--- src/rtl/core/rpd_pkg.sv ---
package rpd_pkg;

   // field widths of the channels
   localparam int SAMPLE_W    = 16;
   localparam int THRESH_W    = 5;
   localparam int MINVAL_W    = 15;
   localparam int POS_W       = 5;
   localparam int PEAK_W      = 15;
   localparam int OCC_W       = 5;

   // register port
   localparam int CSR_INDEX_W = 2;
   localparam int CSR_DATA_W  = 16;

   typedef logic [CSR_INDEX_W-1:0] csr_index_type;

   localparam csr_index_type REG_REPEAT_THRESHOLD = 2'd0;
   localparam csr_index_type REG_MIN_VALUE        = 2'd1;

   localparam logic [THRESH_W-1:0] THRESH_RESET = 5'd3;
   localparam logic [MINVAL_W-1:0] MINVAL_RESET = 15'd1;

   typedef logic signed [SAMPLE_W-1:0] sample_type;

endpackage

--- src/rtl/core/repeated_peak_detector.sv ---
// Repeated peak detector.
// Input channel (req_valid / req_stall / req_sample): one signed sample per
// transfer. Samples fill a frame store of FRAME_DEPTH entries. A frame closes
// on the ZERO_RUN_END-th zero in a row (that zero is not stored) or when the
// store becomes full.
// Result channel (rsp_valid / rsp_stall / rsp_*): one result per closed frame,
// giving the largest value at or above min_value that occurs at least
// repeat_threshold times, its first 1-based position and its count; all
// fields zero when nothing qualifies.
// Register port (csr_valid / csr_ready / csr_index / csr_wdata): always ready;
// index 0 is repeat_threshold, index 1 is min_value, others are ignored.
// Flow: a sample that does not close a frame is taken without a stall. At
// close the frame of n samples is scanned through the single read port of
// the store: each candidate is read in turn, and each candidate that passes
// the filter has its count taken over all n stored samples before it is
// compared with repeat_threshold. The input stalls during the scan. The result waits in an
// output register while rsp_stall is high; the next frame is collected
// meanwhile, and a new result is loaded only once the previous one has been
// transferred.
// Reset (synchronous, active high) empties the frame, clears the zero run,
// drops any pending result and restores the register reset values.
module repeated_peak_detector #(
   parameter int FRAME_DEPTH  = 16,
   parameter int ZERO_RUN_END = 3
) (
   input  logic                                   clock,
   input  logic                                   reset,
   input  logic                                   req_valid,
   output logic                                   req_stall,
   input  logic signed [rpd_pkg::SAMPLE_W-1:0]    req_sample,
   output logic                                   rsp_valid,
   input  logic                                   rsp_stall,
   output logic                                   rsp_detected,
   output logic        [rpd_pkg::POS_W-1:0]       rsp_first_position,
   output logic        [rpd_pkg::PEAK_W-1:0]      rsp_peak_value,
   output logic        [rpd_pkg::OCC_W-1:0]       rsp_occurrences,
   input  logic                                   csr_valid,
   output logic                                   csr_ready,
   input  logic        [rpd_pkg::CSR_INDEX_W-1:0] csr_index,
   input  logic        [rpd_pkg::CSR_DATA_W-1:0]  csr_wdata
);

   localparam int AW   = $clog2(FRAME_DEPTH);
   localparam int CW   = $clog2(FRAME_DEPTH + 1);
   localparam int ZW   = $clog2(ZERO_RUN_END + 1);
   localparam int CMPW = (CW > rpd_pkg::THRESH_W) ? CW : rpd_pkg::THRESH_W;

   localparam logic [2:0] S_IDLE   = 3'd0;
   localparam logic [2:0] S_CAND   = 3'd1;
   localparam logic [2:0] S_CHECK  = 3'd2;
   localparam logic [2:0] S_SCAN   = 3'd3;
   localparam logic [2:0] S_TAIL   = 3'd4;
   localparam logic [2:0] S_DECIDE = 3'd5;
   localparam logic [2:0] S_DONE   = 3'd6;

   // frame store
   rpd_pkg::sample_type frame_mem [FRAME_DEPTH];
   rpd_pkg::sample_type rd_data_ff;
   logic                mem_we;
   logic [AW-1:0]       mem_waddr;
   logic [AW-1:0]       mem_raddr;

   // control state
   logic [2:0]                     state_ff,   state_in;
   logic [CW-1:0]                  fill_ff,    fill_in;
   logic [ZW-1:0]                  zrun_ff,    zrun_in;
   logic                           found_ff,   found_in;
   logic                           cmp_vld_ff, cmp_vld_in;
   logic                           rsp_vld_ff, rsp_vld_in;
   logic [rpd_pkg::THRESH_W-1:0]   thr_ff,     thr_in;
   logic [rpd_pkg::MINVAL_W-1:0]   minv_ff,    minv_in;

   // scan and result payload
   logic [CW-1:0]                  n_ff,       n_in;
   logic [CW-1:0]                  i_ff,       i_in;
   logic [CW-1:0]                  j_ff,       j_in;
   logic [CW-1:0]                  cnt_ff,     cnt_in;
   rpd_pkg::sample_type            cand_ff,    cand_in;
   rpd_pkg::sample_type            best_ff,    best_in;
   logic [CW-1:0]                  bpos_ff,    bpos_in;
   logic [CW-1:0]                  bcnt_ff,    bcnt_in;
   logic                           det_ff,     det_in;
   logic [rpd_pkg::POS_W-1:0]      opos_ff,    opos_in;
   logic [rpd_pkg::PEAK_W-1:0]     opeak_ff,   opeak_in;
   logic [rpd_pkg::OCC_W-1:0]      oocc_ff,    oocc_in;

   logic [ZW-1:0]   zrun_next;
   logic            zero_close;
   logic            full_close;
   logic [CW-1:0]   fill_next;
   logic            cand_skip;
   logic            cnt_match;
   logic [CMPW-1:0] cnt_ext;
   logic [CMPW-1:0] thr_ext;
   logic [CMPW-1:0] bpos_ext;
   logic [CMPW-1:0] bcnt_ext;
   logic            last_cand;

   assign req_stall = (state_ff != S_IDLE);
   assign csr_ready = 1'b1;

   assign rsp_valid          = rsp_vld_ff;
   assign rsp_detected       = det_ff;
   assign rsp_first_position = opos_ff;
   assign rsp_peak_value     = opeak_ff;
   assign rsp_occurrences    = oocc_ff;

   // frame close decisions for the incoming sample
   assign zrun_next  = zrun_ff + 1'b1;
   assign zero_close = (req_sample == '0) && (zrun_next >= ZW'(ZERO_RUN_END));
   assign fill_next  = fill_ff + 1'b1;
   assign full_close = (fill_next == CW'(FRAME_DEPTH));

   // candidate filter and count compare
   assign cand_skip = ($signed(rd_data_ff) < $signed({1'b0, minv_ff}))
                      || (found_ff && ($signed(rd_data_ff) <= $signed(best_ff)));
   assign cnt_match = cmp_vld_ff && (rd_data_ff == cand_ff);
   assign cnt_ext   = CMPW'(cnt_ff);
   assign thr_ext   = CMPW'(thr_ff);
   assign bpos_ext  = CMPW'(bpos_ff);
   assign bcnt_ext  = CMPW'(bcnt_ff);
   assign last_cand = (i_ff == n_ff - 1'b1);

   always_comb begin
      state_in   = state_ff;
      fill_in    = fill_ff;
      zrun_in    = zrun_ff;
      found_in   = found_ff;
      cmp_vld_in = 1'b0;
      rsp_vld_in = rsp_vld_ff && rsp_stall;
      thr_in     = thr_ff;
      minv_in    = minv_ff;
      n_in       = n_ff;
      i_in       = i_ff;
      j_in       = j_ff;
      cnt_in     = cnt_ff;
      cand_in    = cand_ff;
      best_in    = best_ff;
      bpos_in    = bpos_ff;
      bcnt_in    = bcnt_ff;
      det_in     = det_ff;
      opos_in    = opos_ff;
      opeak_in   = opeak_ff;
      oocc_in    = oocc_ff;
      mem_we     = 1'b0;
      mem_waddr  = fill_ff[AW-1:0];
      mem_raddr  = i_ff[AW-1:0];

      // register writes
      if (csr_valid) begin
         case (csr_index)
            rpd_pkg::REG_REPEAT_THRESHOLD: thr_in  = csr_wdata[rpd_pkg::THRESH_W-1:0];
            rpd_pkg::REG_MIN_VALUE:        minv_in = csr_wdata[rpd_pkg::MINVAL_W-1:0];
            default: ;
         endcase
      end

      case (state_ff)
         S_IDLE: begin
            if (req_valid) begin
               zrun_in = (req_sample == '0) ? zrun_next : '0;
               if (!zero_close) begin
                  mem_we  = 1'b1;
                  fill_in = fill_next;
               end
               if (zero_close || full_close) begin
                  n_in     = zero_close ? fill_ff : fill_next;
                  fill_in  = '0;
                  zrun_in  = '0;
                  i_in     = '0;
                  found_in = 1'b0;
                  if (zero_close && (fill_ff == '0)) begin
                     state_in = S_DONE;
                  end else begin
                     state_in = S_CAND;
                  end
               end
            end
         end
         S_CAND: begin
            state_in = S_CHECK;
         end
         S_CHECK: begin
            cand_in = rd_data_ff;
            if (cand_skip) begin
               if (last_cand) begin
                  state_in = S_DONE;
               end else begin
                  i_in     = i_ff + 1'b1;
                  state_in = S_CAND;
               end
            end else begin
               j_in     = '0;
               cnt_in   = '0;
               state_in = S_SCAN;
            end
         end
         S_SCAN: begin
            // issue one read a cycle, count the data of the previous one
            mem_raddr  = j_ff[AW-1:0];
            cmp_vld_in = 1'b1;
            j_in       = j_ff + 1'b1;
            cnt_in     = cnt_ff + CW'(cnt_match);
            if (j_ff == n_ff - 1'b1) begin
               state_in = S_TAIL;
            end
         end
         S_TAIL: begin
            cnt_in   = cnt_ff + CW'(cnt_match);
            state_in = S_DECIDE;
         end
         S_DECIDE: begin
            if (cnt_ext >= thr_ext) begin
               found_in = 1'b1;
               best_in  = cand_ff;
               bpos_in  = i_ff + 1'b1;
               bcnt_in  = cnt_ff;
            end
            if (last_cand) begin
               state_in = S_DONE;
            end else begin
               i_in     = i_ff + 1'b1;
               state_in = S_CAND;
            end
         end
         S_DONE: begin
            // hold until the output register is free
            if (!rsp_vld_ff || !rsp_stall) begin
               rsp_vld_in = 1'b1;
               det_in     = found_ff;
               opos_in    = found_ff ? bpos_ext[rpd_pkg::POS_W-1:0] : '0;
               opeak_in   = found_ff ? best_ff[rpd_pkg::PEAK_W-1:0] : '0;
               oocc_in    = found_ff ? bcnt_ext[rpd_pkg::OCC_W-1:0] : '0;
               state_in   = S_IDLE;
            end
         end
         default: begin
            state_in = S_IDLE;
         end
      endcase
   end

   // frame store: one write and one registered read a cycle
   always_ff @(posedge clock) begin
      if (mem_we) begin
         frame_mem[mem_waddr] <= req_sample;
      end
      rd_data_ff <= frame_mem[mem_raddr];
   end

   // control registers
   always_ff @(posedge clock) begin
      if (reset) begin
         state_ff   <= S_IDLE;
         fill_ff    <= '0;
         zrun_ff    <= '0;
         found_ff   <= 1'b0;
         cmp_vld_ff <= 1'b0;
         rsp_vld_ff <= 1'b0;
         thr_ff     <= rpd_pkg::THRESH_RESET;
         minv_ff    <= rpd_pkg::MINVAL_RESET;
      end else begin
         state_ff   <= state_in;
         fill_ff    <= fill_in;
         zrun_ff    <= zrun_in;
         found_ff   <= found_in;
         cmp_vld_ff <= cmp_vld_in;
         rsp_vld_ff <= rsp_vld_in;
         thr_ff     <= thr_in;
         minv_ff    <= minv_in;
      end
   end

   // scan and result payload
   always_ff @(posedge clock) begin
      n_ff     <= n_in;
      i_ff     <= i_in;
      j_ff     <= j_in;
      cnt_ff   <= cnt_in;
      cand_ff  <= cand_in;
      best_ff  <= best_in;
      bpos_ff  <= bpos_in;
      bcnt_ff  <= bcnt_in;
      det_ff   <= det_in;
      opos_ff  <= opos_in;
      opeak_ff <= opeak_in;
      oocc_ff  <= oocc_in;
   end

`ifndef ASSERT_OFF
   // a result is loaded only from the done state
   a_rsp_from_done: assert property (@(posedge clock) disable iff (reset)
      $rose(rsp_vld_ff) |-> $past(state_ff == S_DONE))
      else $error("result loaded outside frame close");

   // an idle block never holds a full frame
   a_fill_bound: assert property (@(posedge clock) disable iff (reset)
      (state_ff == S_IDLE) |-> (fill_ff < CW'(FRAME_DEPTH)))
      else $error("frame store overfilled");

   // a result without detection carries zero fields
   a_no_det_zero: assert property (@(posedge clock) disable iff (reset)
      (rsp_vld_ff && !det_ff) |-> ((opos_ff == '0) && (opeak_ff == '0) && (oocc_ff == '0)))
      else $error("non-zero fields on a result without detection");

   // the scan counter never passes the frame length
   a_scan_bound: assert property (@(posedge clock) disable iff (reset)
      (state_ff == S_SCAN) |-> (j_ff < n_ff))
      else $error("scan index beyond frame");
`endif

endmodule
--- config.mk ---
export PLATFORM = sky130hd
export DESIGN_NAME = repeated_peak_detector
export DESIGN_NICKNAME = d
export VERILOG_FILES = /design/src/rtl/core/rpd_pkg.sv /design/src/rtl/core/repeated_peak_detector.sv
export SDC_FILE = /design/constraint.sdc
export NUM_CORES = 1
export LEC_CHECK = 0
export BUFFER_PORTS_ARGS = -buffer_cell sky130_fd_sc_hd__buf_2
export CORE_MARGIN = 2
export CORE_UTILIZATION = 25
export DETAILED_ROUTE_END_ITERATION = 8
export GPL_ROUTABILITY_DRIVEN = 0
export MAX_ROUTING_LAYER = met4
export PLACE_DENSITY = 0.39
export SLEW_MARGIN = 10
export SYNTH_ARGS = -nofsm -noshare
export SYNTH_HDL_FRONTEND = slang
export SYNTH_SLANG_ARGS = --single-unit
--- constraint.sdc ---
create_clock -name clock -period 3.3 [get_ports clock]
set_input_delay 0 -clock clock [delete_from_list [all_inputs] [get_ports clock]]
set_output_delay 0 -clock clock [all_outputs]
set_load 0.03 [all_outputs]
# ---- Yosys cells after proc, flatten, opt, wreduce, memory -nomap -nowiden
# Memory sizes are Yosys's and may differ from the RTL's. A register that Yosys moved wholly into a read port is not among the register bits.
# Index checks and enable logic that the tools add are counted.
dict set report totals {
  reg_bits 121
  mem_bits_rw 256
  out_inout_bits 29
  n_memories 1
}
# name depth word_bits read_ports rd_clocked_by_memory_dff wr line
set mem_list {}
lappend mem_list {frame_mem 16 16 1 1 1 repeated_peak_detector.sv:57} ;# rpd_pkg::sample_type frame_mem [FRAME_DEPTH];
dict set report op_classes {
  addsub 6
  order_cmp 4
  eq_ne 18
  mux 33
  n_reduce_logical 31
}
# cell count
set ops {}
lappend ops {{$mux 5} 7}
lappend ops {{$mux 3} 7}
lappend ops {{$pmux 3 s7} 1}
lappend ops {{$pmux 5 s2} 2}
lappend ops {{$eq 16x16->1} 1}
lappend ops {{$le 16x16->1} 1}
lappend ops {{$logic_not 16->1} 1}
lappend ops {{$lt 16x16->1} 1}
lappend ops {{$add 5x1->5 const B} 3}
lappend ops {{$pmux 5 s3} 1}
lappend ops {{$ne 2x2->1 const B} 7}
lappend ops {{$reduce_and 2->1} 7}
lappend ops {{$reduce_and 4->1} 3}
lappend ops {{$mux 1} 11}
lappend ops {{$eq 5x5->1} 2}
lappend ops {{$eq 3x3->1 const B} 3}
lappend ops {{$eq 3x2->1 const B} 2}
lappend ops {{$reduce_bool 2->1} 3}
lappend ops {{$reduce_bool 3->1} 2}
lappend ops {{$add 5x1->5} 1}
lappend ops {{$eq 5x5->1 const B} 1}
lappend ops {{$ge 5x5->1} 1}
lappend ops {{$logic_and 1x1->1} 5}
lappend ops {{$logic_not 5->1} 1}
lappend ops {{14 further kinds} 18}

# ---- Depth between registers and ports, before layout
dict set report logic_depth {
  word_depth 8
  depth_mapped 10
  ltp_nobuf 9
}

# ---- Worst setup path after synthesis
# OpenSTA, ideal clock, no wires.
dict set report synth_path {
  kind {reg-to-reg}
  startpoint {reg state_ff[0]}
  endpoint {reg i_ff[0] (enable)}
  setup_time_ns 0.359
  arrival_ns 2.197
  required_time_ns 2.941
  setup_slack_ns 0.744
  path_stages_with_launch 6
  n_path_buf 1
  synth_period_minus_slack_ns 2.556
  path_cell_list {dfxtp_1 -> buf_4 -> nor2b_1 -> nor2b_1 -> nor2_1 -> a22oi_1}
}
dict set report synth_between {
  elab_chain_cells 3
  word_cells_on_any_way 8
  classes_between {eq/ne: 5; reduce/logical: 3}
}
# element line
set synth_rtl {}
lappend synth_rtl {{start, declared} repeated_peak_detector.sv:64} ;# logic [2:0] state_ff, state_in;
lappend synth_rtl {{start signal, assigned} repeated_peak_detector.sv:263} ;# state_ff <= state_in;
lappend synth_rtl {{$eq 3x2->1, or another cell as far along} repeated_peak_detector.sv:158} ;# case (state_ff)
lappend synth_rtl {{$ne 2x2->1 (no source line) or $reduce_bool 3->1 (tied branches)} -}
lappend synth_rtl {{$reduce_and 4->1 (no source line) (*)} -}
lappend synth_rtl {{end signal, assigned} repeated_peak_detector.sv:277} ;# i_ff <= i_in;
lappend synth_rtl {{end, declared} repeated_peak_detector.sv:75} ;# logic [CW-1:0] i_ff, i_in;
# Mark *: on every way between the ends. The rest lies on a longest branch, timed or not.
# A chain may end at the register's enable or synchronous reset.

# ---- Final worst setup path
dict set report layout_path {
  startpoint {reg rd_data_ff[7], read port of frame_mem}
  endpoint {reg i_ff[1] (enable)}
}
dict set report layout_between {
  elab_chain_cells 5
  word_cells_on_any_way 6
  classes_between {order compare: 2; eq/ne: 1; reduce/logical: 3}
}
# element line
set layout_rtl {}
lappend layout_rtl {{start, declared} repeated_peak_detector.sv:58} ;# rpd_pkg::sample_type rd_data_ff;
lappend layout_rtl {{$le 16x16->1} repeated_peak_detector.sv:116} ;# || (found_ff && ($signed(rd_data_ff) <= $signed(best_ff)));
lappend layout_rtl {{$logic_and 1x1->1} repeated_peak_detector.sv:116}
lappend layout_rtl {{$logic_or 1x1->1 (*)} repeated_peak_detector.sv:116}
lappend layout_rtl {{$ne 2x2->1 (no source line) (*)} -}
lappend layout_rtl {{$reduce_and 4->1 (no source line) (*)} -}
# Marked as above.

==> impl_results.md <==
* Min Tclk post-route at 2720 ps
* Total count of max-transition violations in the final report at 0
* TritonCTS clock tree: done
* Crit end category: flip-flop
* Crit-path max FO at 5
* Critical-path top delay cell: a22oi_1
* Max Freq at 368 MHz
* Yosys top cell by area: edfxtp_1
* Register-to-register setup slack at 580 ps
* Clock transition at the registers of the reported paths at 60 ps
* Part of the Yosys area used for sequential elements at 67.8%
* Mapped Avg Cell Area at 12.9 um^2
* PnR worst setup slack at 580 ps
* Placed instance area at 0.0184 mm^2
* Remaining routing DRC violations at 0
* Most instantiated flip-flop cell in the synthesis netlist: edfxtp_1
* Final setup fails at 0
* Placeable core area at 0.0659 mm^2
* Final layout net count at 1508
* Crit start category: flip-flop
* Endpoint of the lowest-slack register-to-register path: i_ff[1]
* Total of max-cap violations at 0
* Proportion of total power due to net switching at 28.0%
* Post-route insts no fill at 2326
* Signed area change from the synthesized netlist to the final layout at 22.2%
* Critical path class: reg -> reg
* Buffer depth of the longest clock path at 3
* Number of ports placed on the die boundary at 68
* Number of nets still failing antenna checks after routing at 0
* Buffer cell driving the clock tree root: clkbuf_16
* TritonCTS buffer count at 48
* Number of antenna violations at the first check in global routing at 4
* Total count of hold-check failures in the final report at 0
* Part of the total power dissipated in the clock network at 38.6%
* Proportion of power drawn by combinational gates at 18.0%
* Pre-CTS setup slack at 510 ps
* DR vias at 10300
* Number of enable-type register cells in the synthesized netlist at 344
* Hold/Removal Path Class: in -> reg
* Sequential group share of total power at 43.4%
* Most common cell after layout, fill and taps aside: edfxtp_1
* Cell area after synthesis at 0.0167 mm^2
* Cts hold-fix bufs at 37
* Initial core utilization at 25.3%
* Critical path, cell by cell: ha_1 > a21oi_1 > o21ai_0 > a21oi_1 > nor4b_1 > mux2_2 > a22oi_1
* Routed vias/inst at 4.43
* Mapped Nets at 1372
* Starting DRC count in detailed routing at 611
* Global-route wire length before repair at 66900 um
* Outcome: completed
* Commonest cells after routing, fill and taps aside: edfxtp_1, nand2_1, a211oi_1
* Length in cells of the worst reg-to-reg path at 7
* Number of I/O port buffers at 65
* Ratio of final minimum period to clock period at 82.4%
* RSZ-0062 raised after global routing: false
* Die Footprint at 0.0688 mm^2
* Peak per-stage delay on the critical path at 480 ps
* Setup Buffers After CTS at 0
* Number of cells upsized or downsized after cts at 0
* Share of flip-flops with an asynchronous set or reset at 0%
* Number of storage elements in the synthesis netlist at 393
* Overall Global Routing Usage at 13.1%
* Fraction of final layout cells sized beyond drive strength 1 at 15.6%
* Hold path startpoint: csr_wdata[12]
* Start of the worst register-to-register path: rd_data_ff[7]
* Worst-case clock skew at 25.8 ps
* Arrival time of the worst setup path at 2930 ps
* Critical path data required time at 3510 ps
* Number of instances in the synthesized netlist at 1288
* Most repeated library cell on the critical path: a21oi_1
* Die height at 262 um
* Final Cell Area at 0.0204 mm^2
* Number of distinct library cells after synthesis at 63
* Endpoint, Worst Hold: minv_ff[12]
* Via count of the first global-routing pass at 10500
* Power spent charging and discharging nets at 3.88 mW
* Clock insertion delay at the later pin of the skew report at 580 ps
* Worst hold path depth at 4
* Maximum resistive drop on vdd at 0.393 mV
* Wire length reported by the detailed router at 44200 um
* Worst Tran Pin Value at 847 ps
* Power density of the placed cells at 678 mW/mm^2
* Placed Cells at 2201
* Post-detailed-route wirelength per cell at 19.0 um
* Overall die width at 262 um
* GRT overflow at 0
* Synth top area share at 61.9%
* Internal at 9.95 mW
* Worst slew slack as a fraction of its limit at 43.4%
* Number of H-tree levels at 2
* Maximum number of pins on one net before global-route repair at 50
* Leak at 6.92 nW
* 1st-pass router iterations at 5
* Post-detailed-placement half-perimeter wirelength at 27900 um
* Gate family responsible for the most delay along the worst path: compound AO/OA/AOI/OAI gates
* Total Power at 13.8 mW
* Sum Neg Setup Slack at 0 ps
* Standard-cell row count at 94
* Clock sinks at 393
* Total of warnings raised by yosys at 0
* Sum of buffers and inverters on the critical path at 0
* Leading cell types by total area after synthesis: edfxtp_1, dfxtp_1, nand2_1
worst min-delay path, delay by kind of cell:
family / cells / cell delay (ps)
buffers and inverters: 2 / 650
AO/OA/AOI/OAI: 1 / 50
AND/OR/NAND/NOR: 1 / 50
cell usage after synthesis (all sizes together), types with 14 or more instances:
cell type and instances:
and2 91, a311oi 33, nor2 49, edfxtp 344
inv 49, xnor2 23, a31oi 36, nand3 14
a211oi 80, a21oi 79, xor2 19, nand2 194
ha 45, dfxtp 49, clkbuf 34, buf 39
worst max path at each step:
stage | start | endpoint | slack (ps) | depth (start not counted)
CTS | rd_data_ff[7] | i_ff[4] | 510 | 7
global placement | rd_data_ff[7] | i_ff[3] | 490 | 7
floorplan | state_ff[0] | i_ff[0] | 740 | 5
global route | rd_data_ff[7] | i_ff[1] | 330 | 7
detailed placement | rd_data_ff[7] | i_ff[4] | 510 | 7
finish | rd_data_ff[7] | i_ff[1] | 580 | 7
metal layers:
metal | part of all wire, % | up-vias | global-route usage [%]
met1 | 47 | 5029 | 17.3
met3 | 3.8 | 52 | 2.04
met4 | 1.8 | 0 | 3.58
met5 | 0 | - | -
li1 | - | 5037 | -
met2 | 47 | 186 | 21.0
layout make-up:
type	count	area, um^2
multi-input cells	773	4920
fillers	6631	45500
well taps	864	1080
flip-flops and latches	393	11300
clock buffers	65	1350
repair buffers	159	1270
clock inverters	22	263
diodes	1	2.50
inverters	49	184
registers in the layout (all words and copies together) (netlist names), 15 cells and up:
signal,flops
best_ff,16
cand_ff,16
frame_mem,256
minv_ff,15
rd_data_ff,16
rsp_peak_value,15
kinds of logic (layout without fill, tap and decap cells):
family          count (synthesis)  count (layout)  share of synthesized area (%)
xor+xnor                       42              42                           2.25
simple gates                  413             413                           12.0
compound gates                265             265                           10.8
mux                             7               7                          0.480
other cells                     1               2                         0.0225
flops                         393             393                           67.8
buf+inv                       122             295                           3.27
fa+ha+maj                      45              45                           3.38
per-stage QoR:
step | hold slack [ps] | util [%]
floorplan | 98.9 | -
global placement | 251 | 27.9
detailed placement | 247 | 27.9
CTS | 189 | 30.9
global route | 225 | 30.9
finish | 223 | 30.9
power by group through the flow:
stage	combinational (mW)	clock, mW	sequential, mW
finish	2.49	5.33	6.00
global placement	2.51	0	6.10
CTS	2.55	5.52	6.00
global route	2.81	5.72	6.03
floorplan	1.56	0	6.03
detailed placement	2.51	0	6.11
(Power assumes the default switching activity.)
